$ cat config.mk
export PLATFORM = sky130hd
export DESIGN_NAME = bsc_ram
export DESIGN_NICKNAME = d
export VERILOG_FILES = /design/src/bsc_ram.sv
export SDC_FILE = /design/constraint.sdc
export NUM_CORES = 2
export LEC_CHECK = 0
export BUFFER_PORTS_ARGS = -buffer_cell sky130_fd_sc_hd__buf_2
export CORE_UTILIZATION = 35
export DETAILED_ROUTE_END_ITERATION = 6
export PLACE_DENSITY = 0.47
export SYNTH_ARGS = -nofsm -noshare
export SYNTH_HDL_FRONTEND = slang
export SYNTH_SLANG_ARGS = --single-unit
$ cat constraint.sdc
create_clock -name clk_i -period 5.6 [get_ports clk_i]
set_input_delay 1.4 -clock clk_i [delete_from_list [all_inputs] [get_ports clk_i]]
set_output_delay 1.4 -clock clk_i [all_outputs]
set_load 0.01 [all_outputs]
$ cat src/bsc_ram.sv
`default_nettype none
// -----------------------------------------------------------------------------
// bsc_ram
// Single-port synchronous RAM with registered read data.
// -----------------------------------------------------------------------------
module bsc_ram #(
  parameter int Width = 32,
  parameter int Depth = 64
) (
  input  wire logic                     clk_i,
  input  wire logic                     we_i,
  input  wire logic [$clog2(Depth)-1:0] addr_i,
  input  wire logic [Width-1:0]         wdata_i,
  output logic      [Width-1:0]         rdata_o
);

  logic [Width-1:0] mem_q [Depth];

  always_ff @(posedge clk_i) begin
    if (we_i) begin
      mem_q[addr_i] <= wdata_i;
    end
    rdata_o <= mem_q[addr_i];
  end

endmodule
`default_nettype wire

Yosys cells after proc, flatten, opt, wreduce, memory -nomap -nowiden --
Memories as Yosys holds them, arrays and structs flattened. A register that Yosys moved wholly into a read port is not among the register bits. Index checks and enable logic that the tools add are counted.
Cells by class: $add $sub $neg 0, $mul 0, div/mod/pow operators 0, $lt $le $gt $ge 0, equality and inequality tests 0, shift operators 0, mux-type cells 2, bitwise gates (word level) 0, reduce and logical (&&, ||, !) cells 0
Operator list (count):
- two-way mux 1 bit | 2
Storage, ports and cells: register bits after elaboration 0, latch bits 0, RAM bits 2048, memory bits (read-only) 0, bits of input ports 40, memories 1
Memories:
- mem_q | depth 64, width 32, read ports 1, clocked after memory_dff 1, write ports 1, RTL line 17 | logic [Width-1:0] mem_q [Depth];

Logic depth before layout (Yosys ltp) --
word-level depth 2, mapped depth 13, gate-level depth less buffers 6

Worst setup path before layout --
Ideal clock, no wire load.
path kind input -> register, start point input port addr_i[2], end point memory mem_q[15][0] (enable), library setup time 421 ps, arrival time 4218 ps, required time 5179 ps, slack 961 ps, stages 8, cells stage by stage buf_2 buf_2 buf_2 buf_2 buf_2 buf_2 nand3_1 nor2_1
RTL lines:
- start: declaration | RTL line 12 | input wire logic [$clog2(Depth)-1:0] addr_i,
- end: declaration | RTL line 17
No word-level cell before the write port.

==> flow_summary.yaml <==
status:
  status: "completed"
synthesis:
  synthAdderAreaFrac: 0
  ys_top_cells_by_count: "edfxtp_1, mux2i_1, a22oi_1"
  yosysMostFrequentCell: "edfxtp_1"
  yosysUniqueCellTypes: 56
  synth_xor_area_frac: 0
  synthArstFlopShare: 0
  synth_top_family_by_area: "compound AO/OA/AOI/OAI gates"
  synthTopCellsByArea: "edfxtp_1, mux2i_1, mux4_2"
  synth_area_sq_um: 78900
  synth_edf_count: 2048
  ys_ff_latch: 2080
  yosysTopAreaCellShare: 0.779
  synth.area.mux_share: 0.0812
  synth_compound_area_frac: 0.0866
  postSynthAreaPerCell_sq_um: 18.6
  ys_warn_count: 0
  synth_cells: 4239
  syn_nets: 4279
  yosysSeqAreaShare: 0.787
  yosysTopAreaCell: "edfxtp_1"
  ys.flop_type: "edfxtp_1"
  yosys.area_share.simple: 0.0281
routing:
  wl_um: 235000
  dr.pass1.iters: 7
  drt_first_iter_violations: 4178
  ant_nets: 0
  num_vias: 42200
  via_per_inst: 5.52
  drc: 0
  wl_per_cell_um: 30.8
cells_and_area:
  stdcell_count: 7644
  layout-drive-gt1-share: 0.199
  nets: 4527
  areaGrowthSynthToFinish_pct: 15.6
  design_area_sq_um: 91300
sta:
  slew_viol_final: 0
  fmax_mhz: 254
  hold_viol: 0
  rsz0062_at_grt: "no"
  max_slew_margin: 0.124
  tns_ps: 0
  final.setup.worst_slack_ps: 1660
  hold_slack_ps: 645
  period_minus_slack_ps: 3940
  setup_viol: 0
  min_period_over_period: 0.703
  worst_pin_slew_ps: 1310
  clock_skew_ps: 41.0
clock_tree:
  htree_levels: 4
  cts_sinks: 2080
  worstSkewPairLatency_ps: 850
  ctsHoldBuffers: 0
  cts.reportedPaths.clkPinSlew_ps: 60
  clockBufferDepth: 3
  cts_setup_buffers: 0
  cts_root_buf: "clkbuf_16"
  cts_tree: "done"
  cts_resized: 0
  cts_buffers: 213
floorplan:
  die_w_um: 477
  die_h_um: 477
  ios: 72
  design.core.area_sq_um: 223000
  die-area_sq_um: 227000
  rows: 173
  initial_utilization: 0.354
global_routing:
  grt_use_total: 0.204
  grt_pass1_vias: 42200
  grt-ovfl-total: 0
  grt_pass1_wl_um: 333000
  grt_max_degree: 85
  antenna_found_initial: 9
setup_path:
  critPathCaptureType: "flip-flop"
  crit_arrival_ps: 4660
  critical_path_class: "in -> reg"
  start_kind: "input pin"
  crit_path_start: "addr_i[0]"
  crit_fanout: 54
  r2r-start: "mem_q[20][27]"
  cp.required_ps: 6330
placed_design:
  port_buffers: 71
  dpl_cell_area_sq_um: 84800
  gp_congestion: 0.818
  dp_hpwl_um: 137000
  dp.cells: 7247
  pre_cts_ws_ps: 677
worst_hold_path:
  min_from: "mem_q[58][2]"
  hold_path.class: "reg -> reg"
power:
  powerDensity_nw_per_um2: 355
  leakage_nw: 29.1
  vdd_drop_max_uv: 263
run:
  drv_cap: 0
-- stage by stage --
stage	util	power (mW)
5_1_grt	0.409	33.4
6_report	0.409	32.4
2_1_floorplan	-	18.4
3_3_place_gp	0.380	19.4
4_1_cts	0.409	32.7
3_5_place_dp	0.380	19.4
-- per-layer routing --
| metal | global-route usage | vias up | part of all wire |
|---|---|---|---|
| li1 | - | 18200 | - |
| met4 | 0.0558 | 4 | 0.025 |
| met2 | 0.331 | 1141 | 0.48 |
| met5 | 0 | - | 0.000059 |
| met3 | 0.0294 | 320 | 0.047 |
| met1 | 0.287 | 22500 | 0.45 |
-- placed cells by master, fill, tap and decap left out, types with 5 or more instances in the layout --
master,instances
a21oi_1,121
o221ai_1,6
nor2_4,67
clkinv_1,60
bufinv_16,7
edfxtp_1,2048
nor4_1,14
clkbuf_1,64
mux4_2,96
o22ai_1,93
o22a_1,70
a22o_1,66
buf_4,216
dfxtp_1,32
nand2_1,27
o21ai_0,84
buf_2,68
a221oi_1,175
a2111oi_0,13
mux2_2,147
or4b_1,14
nand3_1,53
clkinv_2,30
a31oi_1,43
a221o_1,15
diode_2,6
a222oi_1,16
nor2_1,77
nor3_1,19
clkbuf_16,214
or4_1,15
a22oi_1,188
a211oi_1,17
and3_1,85
clkinv_8,5
buf_12,44
nand2b_1,15
mux2i_1,259
o2bb2ai_1,15
-- worst paths after layout --
kind | endpoint | slack (ps) | depth (start not counted)
max | rdata_o[19] | 1660 | 6
min | rdata_o[2] | 640 | 4
max reg2reg | rdata_o[27] | 2860 | 5
min reg2reg | rdata_o[2] | 640 | 4
-- power by group --
part / internal, mW / total [mW] / switching [mW]
Combinational: 0.538 / 1.75 / 1.21
Clock: 7.35 / 13.3 / 6.00
Sequential: 17.2 / 17.3 / 0.0757
-- state kept, by name, indices dropped and copies added, names as in the netlist --
signal / cells
mem_q: 2048
rdata_o: 32
-- worst max-delay path: stages --
cell and delay (ps):
buf_8 550, nand2b_2 880, o22ai_1 130, o21ai_0 560
or4b_1 480, or4_1 510
-- cell families (layout without fill, tap and decap cells) --
group | after synthesis | count (layout)
AOI/OAI and AO/OA | 933 | 933
buffers and inverters | 300 | 724
DFF | 2080 | 2080
muxes | 502 | 502
other | 0 | 6
and+or+nand+nor | 424 | 424
-- cell type report --
class | count | area, sq um
Inverter | 2 | 15.0
Clock inverter | 113 | 827
Antenna cell | 6 | 15.0
Multi-Input combinational cell | 1859 | 16000
Timing Repair Buffer | 331 | 2890
Sequential cell | 2080 | 62100
Clock buffer | 278 | 5600
Tap cell | 2975 | 3720
Fill cell | 20100 | 132000
Note: power is estimated with default switching activity, not from simulation.
