==> config.mk <==
export PLATFORM = sky130hd
export DESIGN_NAME = bsc_div
export DESIGN_NICKNAME = d
export VERILOG_FILES = /design/src/bsc_div.sv
export SDC_FILE = /design/constraint.sdc
export NUM_CORES = 1
export LEC_CHECK = 0
export ABC_AREA = 1
export BUFFER_PORTS_ARGS = -buffer_cell sky130_fd_sc_hd__buf_4
export CAP_MARGIN = 10
export CORE_AREA = 2 2 312 160
export CTS_CLUSTER_SIZE = 40
export DETAILED_ROUTE_END_ITERATION = 6
export DIE_AREA = 0 0 314 162
export REMOVE_ABC_BUFFERS = 1
export SYNTH_ARGS = -nofsm -noshare
export SYNTH_HDL_FRONTEND = slang
export SYNTH_SLANG_ARGS = --single-unit
==> constraint.sdc <==
create_clock -name clk_i -period 7 [get_ports clk_i]
set_clock_uncertainty 0.15 [all_clocks]
set_input_delay 0 -clock clk_i [delete_from_list [all_inputs] [get_ports clk_i]]
set_output_delay 0 -clock clk_i [all_outputs]
set_load 0.05 [all_outputs]
==> src/bsc_div.sv <==
`default_nettype none
// -----------------------------------------------------------------------------
// bsc_div
// Radix-2 restoring signed divider, truncating toward zero, one bit per cycle.
// -----------------------------------------------------------------------------
module bsc_div (
  input  wire logic               clk_i,
  input  wire logic               rst_ni,
  input  wire logic               start_i,
  input  wire logic signed [63:0] num_i,
  input  wire logic signed [63:0] den_i,
  output logic                    done_o,
  output logic signed [63:0]      quo_o
);

  logic [63:0] rem_q, rem_d, quo_q, quo_d, den_q, den_d;
  logic        neg_q, neg_d, busy_q, busy_d, done_q, done_d;
  logic [6:0]  cnt_q, cnt_d;
  logic [64:0] trial;
  logic [63:0] shifted;

  always_comb begin
    rem_d   = rem_q;
    quo_d   = quo_q;
    den_d   = den_q;
    neg_d   = neg_q;
    busy_d  = busy_q;
    cnt_d   = cnt_q;
    done_d  = 1'b0;
    shifted = {rem_q[62:0], quo_q[63]};
    trial   = {1'b0, shifted} - {1'b0, den_q};
    if (start_i) begin
      rem_d  = '0;
      quo_d  = num_i[63] ? 64'(-num_i) : 64'(num_i);
      den_d  = den_i[63] ? 64'(-den_i) : 64'(den_i);
      neg_d  = num_i[63] ^ den_i[63];
      busy_d = 1'b1;
      cnt_d  = '0;
    end else if (busy_q) begin
      if (!trial[64]) begin
        rem_d = trial[63:0];
        quo_d = {quo_q[62:0], 1'b1};
      end else begin
        rem_d = shifted;
        quo_d = {quo_q[62:0], 1'b0};
      end
      cnt_d = cnt_q + 7'd1;
      if (cnt_q == 7'd63) begin
        busy_d = 1'b0;
        done_d = 1'b1;
      end
    end
  end

  always_ff @(posedge clk_i or negedge rst_ni) begin
    if (!rst_ni) begin
      busy_q <= 1'b0;
      done_q <= 1'b0;
      cnt_q  <= '0;
    end else begin
      busy_q <= busy_d;
      done_q <= done_d;
      cnt_q  <= cnt_d;
    end
  end

  always_ff @(posedge clk_i) begin
    rem_q <= rem_d;
    quo_q <= quo_d;
    den_q <= den_d;
    neg_q <= neg_d;
  end

  assign done_o = done_q;
  assign quo_o  = neg_q ? 64'(-quo_q) : 64'(quo_q);

endmodule
`default_nettype wire

# After elaboration in Yosys (flattened, before gate mapping)
# Cells that the tools add are included.
# W data, S select, Z words.
word_totals:
  wordCells: 31
  latch_bits: 0
  mem_bits_rw: 0
  mem_count: 0
  reg_bits: 201
  rom_bits: 0
  inputBits: 131
classes:
  div: 0
  reduce_logical: 1
  shift: 0
  addsub: 5
  multipliers: 0
  eq_ne: 1
  order_cmp: 0
  mux: 15
  n_bitwise: 1
op_table:
  columns: ["operator", "count"]
  rows:
  - ["$mux W64", 4]
  - ["$neg A64 Y64", 3]
  - ["$mux W63", 2]
  - ["$sub A64 B64 Y65", 1]
  - ["$mux W7", 2]
  - ["$add A7 B1 Y7 const B", 1]
  - ["$eq A7 B6 Y1 const B", 1]
  - ["$mux W1", 7]
  - ["$reduce_bool A2 Y1", 1]
  - ["$xor A1 B1 Y1", 1]

# Depth between registers and ports, before layout
# Gate-level depths: netlist (run 1).
depth:
  ltp_word: 4
  mapped_depth: 19

# Least setup slack after synthesis (run 1)
# OpenSTA, ideal clock, no wires.
synth_path:
  path_type: "flip-flop to flip-flop"
  from: "register busy_q"
  to: "register quo_q[0] (enable)"
  t_arrival_ns: 2.993
  setup_time_ns: 0.454
  required_ns: 6.396
  period_less_slack_ns: 3.597
  stages_incl_launch_ff: 6
  slack_ns: 3.403
  cell_sequence: "dfrtp_1 -> clkbuf_1 -> nor2_1 -> inv_2 -> clkbuf_1 -> clkbuf_1"
synth_between:
  elab_chain_cells: 1
synth_rtl:
  columns: ["item", "line_no", "text"]
  rows:
  - ["start, declared", "17", "logic neg_q, neg_d, busy_q, busy_d, done_q, done_d;"]
  - ["start signal, assigned", "61", "busy_q <= busy_d;"]
  - ["$reduce_bool A2 Y1 (no source line)", null, null]
  - ["end signal, assigned", "69", "quo_q <= quo_d;"]
  - ["end, declared", "16", "logic [63:0] rem_q, rem_d, quo_q, quo_d, den_q, den_d;"]
# No other way between the ends.
# A chain may end at the register's enable or synchronous reset.

# Final worst setup path (run 1)
layout_path:
  from: "register quo_q[63]"
  to: "register rem_q[24]"
layout_between:
  elab_chain_cells: 2
layout_rtl:
  columns: ["item", "line_no", "text"]
  rows:
  - ["$sub A64 B64 Y65", "31", "trial = {1'b0, shifted} - {1'b0, den_q};"]
  - ["$mux W63", "40", "if (!trial[64]) begin"]
  - ["end signal, assigned", "68", "rem_q <= rem_d;"]
  - ["end, declared", "16", null]
# No other way between the ends.

==> out/results.ini, run 1 <==
[placed_design]
place_worst_setup_slack_ns = 3.086
placed_cells = 4230
globalplace.congestion = 1.076
dp_hpwl_microns = 74990
io_buffer_count = 195

[clock_tree]
cts_inserted_buffers = 23
clk_path_buf_depth = 3
cts_tree = built
path_clk_slew_ns = 0.07
cts-resized-gates = 0
root_buffer = clkbuf_16
postCtsSetupBuffers = 0
clkSinkCount = 201
cts-htree-levels = 1
clock_latency_ns = 0.57

[status]
status = finished, violations left
violations = design-rule violations

[worst_hold_path]
min_delay_worst_endpoint = quo_q[26]
hold_class = in -> reg
whs_path_depth = 5
hold_start = num_i[26]

[timing]
setup_violations = 0
drv_slew = 0
hold_ws_ns = 0.06391
layout_min_cycle_time_ns = 4.090
rsz0062_at_grt = false
fin_crit_sh_pct = 58.43
slew_headroom_pct = 30.88
tns_ns = 0
worst_slew_pin_slew_ns = 1.026
hold_viol_final = 0
setup_ws_ns = 2.910
fmax_ghz = 0.2445

[routing]
drc = 8
wl_microns = 92460
ant_nets = 0
via_per_inst = 5.287
num_vias = 23470
drt-initial-drc-count = 3519
first_pass_iters = 7
wl_per_cell_microns = 20.83

[logic_synthesis]
synth_xor_area_share_pct = 7.544
ys_ff_latch = 201
synth_edf_count = 129
yosys.area.top_type = nand2_1
synth_area_sq_um = 20430
yosysSeqAreaShare_pct = 26.23
syn_inst = 3451
muxShareOfSynthArea_pct = 0
synth_area_leaders = nand2_1 (21%), edfxtp_1 (19%), inv_1 (11%)
synth_top_family_by_area = simple AND/OR/NAND/NOR gates
async_flop_share_pct = 4.478
postSynthAreaPerCell_sq_um = 5.921
synth.most_common_cell = nand2_1
synthAdderAreaFrac_pct = 4.262
synthFlopType = edfxtp_1
yosys-top-cells-count = nand2_1 (1,162), inv_1 (624), nor2_1 (373), nand3_1 (279)
netlist-cell-type-count = 45
synth_compound_area_share_pct = 6.093
ys.warnings.count = 0
synth_top_cell_area_share_pct = 21.35
yosys.area_share.simple_pct = 42.24

[die]
core-area_sq_um = 48000
num_io_pins = 196
dieArea_sq_um = 50870
dieHeight_microns = 162
rows = 57
die_w_microns = 314
initial_utilization_pct = 42.57

[global_routing]
antenna_found_initial = 2
first_global_vias = 20180
grt_max_degree = 81
track_usage_pct = 35.58
grt_pass1_wl_microns = 132500
grt.overflow.total = 0

[layout]
nets = 3971
syn_to_final_growth_pct = 22.19
fill_cells = 4956
utilization_pct = 52.01
seq_area_sq_um = 5360
drive_above_1_share_pct = 8.210
multiInputGateArea_sq_um = 12300
fin_cells = 4439

[power]
power_density_nw_per_um2 = 169.4
power_switching_w = 0.001613
p_int_w = 0.002615
seqPwrFrac_pct = 34.0
leakage_nw = 12.65
p_clk_share_pct = 33.2
combPwrFrac_pct = 32.8
ir_drop_mv = 0.2233
switching_share_pct = 38.14

[critical_path]
r2r_start = quo_q[63]
worst_r2r_path_depth = 17
ff2ff_setup_slack_ns = 2.91
start_kind = register
r2r_end = rem_q[24]
end_kind = register
crit_type = reg -> reg
cp_max_fo = 64
crit_required_ns = 7.27
arrival_ns = 4.36

[flow_run]
cap_viol_max_count = 0

state kept, by name, summed over array words and instances, names as in the netlist:
name / cells
busy_q: 1
den_q: 64
cnt_q: 7
rem_q: 63
done_o: 1
quo_q: 64
neg_q: 1
layout make-up:
class	count	area share [%]
inverters	654	9.838
repair buffers	369	12.75
clock buffers	25	2.335
well taps	649	3.253
diodes	2	0.02005
multi-input cells	2522	49.26
flip-flops and latches	201	21.47
clock inverters	17	1.073
how the worst max path moves through the flow:
stage               from        end  cells past startpoint  slack [ns]
2_1_floorplan     busy_q   quo_q[0]                      2        3.80
3_3_place_gp   quo_q[63]  rem_q[45]                     17        3.19
3_5_place_dp   quo_q[63]  rem_q[46]                     17        3.09
4_1_cts        quo_q[63]  rem_q[46]                     17        3.07
5_1_grt        quo_q[63]  rem_q[13]                     17        2.72
6_report       quo_q[63]  rem_q[24]                     17        2.91
logic make-up (layout without fill, tap and decap cells):
logic type	after synthesis	count (layout)
and+or+nand+nor	2045	2045
buffers and inverters	728	1065
AOI/OAI and AO/OA	232	232
DFF	201	201
xor gates and xnor gates	176	176
adders and majority gates	69	69
other	0	2
cells in the final DEF, fill, tap and decap left out, types with 4 or more instances in the layout:
master | synthesis | routed
a21oi_1 | 50 | 50
xor2_1 | 129 | 129
a21oi_2 | 4 | 4
o21ai_0 | 114 | 114
nand2_2 | 8 | 8
nor4_1 | 14 | 14
ha_1 | 68 | 68
nor3_1 | 48 | 48
inv_2 | 25 | 25
nor3_2 | 4 | 4
nand2_1 | 1162 | 1162
dlygate4sd3_1 | 0 | 165
and2_1 | 4 | 4
nand4_1 | 80 | 80
nand3b_1 | 47 | 47
a31oi_1 | 12 | 12
buf_4 | 6 | 204
nand3_1 | 279 | 279
inv_1 | 624 | 623
edfxtp_1 | 129 | 129
dfrtp_1 | 9 | 9
o21ai_1 | 37 | 37
clkbuf_16 | 0 | 23
nor2_1 | 373 | 371
o31ai_1 | 5 | 5
clkinv_1 | 5 | 7
nor2_2 | 13 | 14
or2_2 | 5 | 5
bufinv_16 | 0 | 6
dfxtp_1 | 63 | 63
xnor2_1 | 47 | 47
metal layers:
metal  GRT usage, %  up-vias  part of all wire [%]
li1               -    11400                     -
met1          56.08    10550                    49
met2          35.18     1433                    29
met3          25.91       72                    21
met4          2.849       12                  0.82
met5          10.13        -                  0.79
repair_timing:
item,in CTS,in global routing
hold buffers,165,0
endpoints found under the hold margin,141,0
setup endpoints to repair,0,0
power by group through the flow:
stage / Sequential, W / Clock, W / Combinational, W
6_report: 0.00144 / 0.00140 / 0.00139
5_1_grt: 0.00144 / 0.00145 / 0.00145
4_1_cts: 0.00143 / 0.00141 / 0.00133
3_5_place_dp: 0.00146 / 0 / 0.00124
3_3_place_gp: 0.00145 / 0 / 0.00125
2_1_floorplan: 0.00143 / 0 / 0.000744
stage by stage:
| stage | power [W] | area (sq um) |
|---|---|---|
| after floorplan | 0.002174 | 20100 |
| after global routing | 0.004351 | 24970 |
| after detailed placement | 0.002698 | 22460 |
| after CTS | 0.004171 | 24960 |
| after global placement | 0.002703 | 22460 |
| final | 0.004228 | 24970 |
worst max-delay path, cell delays in order (launching register included):
cell and delay, ns:
edfxtp_1 0.33, inv_1 0.07, ha_1 0.23, fa_1 0.44
inv_1 0.13, nand3_1 0.09, nand2_1 0.16, nand2_1 0.09
nand2_2 0.10, nand2_2 0.06, nand2_2 0.09, nand2_2 0.06
nand2_2 0.09, nand2_4 0.49, nand2_4 0.95, nand2_1 0.16
nand3_1 0.10, o21ai_1 0.07
No activity file was read; power rests on OpenSTA's default activity.
==> run 2: changes to the inputs <==
clock period = 3.5 ns   (was 7 ns; I/O delays follow)
==> run 2 against run 1 <==
  * The run still ends with design-rule violations left
  * Global-route usage increased by 0.43 points
  * Cell count grew 0.97%
  * Cell area grew 1.6%
  * Total power up 98%
  * Sequential share of layout area shrank 0.34 points
  * Highest routed layer unchanged
==> out/results.ini, run 2 (synthesis results as in run 1) <==
[global_routing]
antenna_found_initial = 2
first_global_vias = 20660
grt_max_degree = 93
grt.overflow.total = 0
grt_pass1_wl_microns = 134400
track_usage_pct = 36.01

[clock_tree]
cts_inserted_buffers = 23
path_clk_slew_ns = 0.07
root_buffer = clkbuf_16
cts-htree-levels = 1
clock_latency_ns = 0.57
cts_tree = built
clk_path_buf_depth = 3
clkSinkCount = 201

[critical_path]
arrival_ns = 3.24
path_cells = nor2_1 > nand2_1 > nor2_1 > nand2_1 > nor4_1 > nand2_1 > xor2_1 > nand2_1 > o21ai_0 > buf_4
r2r_start = den_q[8]
crit_family = simple AND/OR/NAND/NOR gates
cp_num_cells = 10
critPathBufInv = 1
ff2ff_setup_slack_ns = 0.14
crit_slowest_cell = nor4_1
crit_end = quo_o[60]
crit_type = reg -> out
end_kind = output pin
start_kind = register
worst_r2r_path_depth = 13
crit_start = quo_q[14]
cp_max_fo = 4
crit_path_frequent_cell = nand2_1
r2r_end = rem_q[49]
crit_path_max_incr_delay_ns = 0.71
crit_required_ns = 3.35

[placed_design]
globalplace.congestion = 1.081
place_area_sq_um = 22650
dp_hpwl_microns = 76080
io_buffer_count = 195

[timing]
tns_ns = 0
hold_viol_final = 0
worst_slew_pin_slew_ns = 1.099
setup_violations = 0
fin_crit_sh_pct = 96.83
layout_min_cycle_time_ns = 3.389
rsz0062_at_grt = true
hold_ws_ns = 0.08088
slew_headroom_pct = 25.96
drv_slew = 0
fmax_ghz = 0.2951

[die]
dieHeight_microns = 162
core-area_sq_um = 48000
num_io_pins = 196
rows = 57
dieArea_sq_um = 50870
die_w_microns = 314
initial_utilization_pct = 42.57

[layout]
diodes = 0
largestRegisters = den_q: 64 flops, quo_q: 64 flops, rem_q: 63 flops
final_area_sq_um = 25370
nets = 4016
final_common_cell = nand2_1
drive_above_1_share_pct = 8.714
syn_to_final_growth_pct = 24.15
utilization_pct = 52.85
final_cell_mix = nand2_1 (1,161), inv_1 (622), nor2_1 (369)

[power]
leakage_nw = 12.85
power_density_nw_per_um2 = 329.3
ir_drop_mv = 0.3266
p_total_w = 0.008353

[status]
status = finished, violations left
violations = design-rule violations

[routing]
via_per_inst = 5.296
ant_nets = 0
wl_microns = 93560
drt-initial-drc-count = 3520
first_pass_iters = 7
wl_per_cell_microns = 20.87
num_vias = 23740
drc = 1

[worst_hold_path]
hold_class = in -> reg

[flow_run]
cap_viol_max_count = 0

==> run 2: cell types whose count changed in the layout (fill, tap and decap cells not counted), moves of 2 or more <==
cell	previous run	this run
inv_8	0	2
buf_12	0	4
bufinv_16	6	2
clkinv_4	3	0
diode_2	2	0
nor2_1	371	369
nor2_2	14	12
clkinv_2	3	5
dlygate4sd3_1	165	190
nor2_4	1	5
buf_4	204	220
==> run 2: final cells by class <==
cell class                 count  area (sq um)
sequential                   201          5360
timing repair buffer         414          3633
inverter                     654          2456
fill                        4937         22630
clock inverter                16         165.2
tap                          649         812.0
clock buffer                  26         608.1
multi-input combinational   2522         12330
==> run 2: where the power goes <==
part / switching [W] / internal (W)
sequential: 0.000151 / 0.00272
combinational: 0.00196 / 0.000885
clock: 0.00120 / 0.00143
==> run 2: repair_timing <==
action,in CTS,in global routing
setup buffers,0,1
hold endpoints to repair,138,0
hold buffers,190,0
setup endpoints to repair,0,11
gates resized for setup,0,10
==> run 2: layer usage <==
layer	global-route usage (%)	vias to the layer above	wire, microns
met1	56.76	10700	45490
met5	5.871	-	440
li1	-	11490	-
met2	35.62	1470	27050
met3	26.58	72	19850
met4	3.197	10	733
==> run 2: per-stage QoR <==
| stage | std cells | setup WS, ns |
|---|---|---|
| 6_report | 4482 | 0.1109 |
| 3_3_place_gp | 4249 | 0.5099 |
| 2_1_floorplan | 3377 | 0.3014 |
| 5_1_grt | 4482 | -0.01620 |
| 4_1_cts | 4481 | 0.02000 |
| 3_5_place_dp | 4249 | 0.4899 |
==> run 2: how the worst min path moves through the flow <==
stage	start	to	cells past startpoint
floorplan	rst_ni	busy_q	0
global placement	rst_ni	cnt_q[6]	1
detailed placement	rst_ni	done_o	1
CTS	num_i[32]	quo_q[32]	5
global route	den_i[0]	den_q[0]	2
finish	den_i[0]	den_q[0]	2
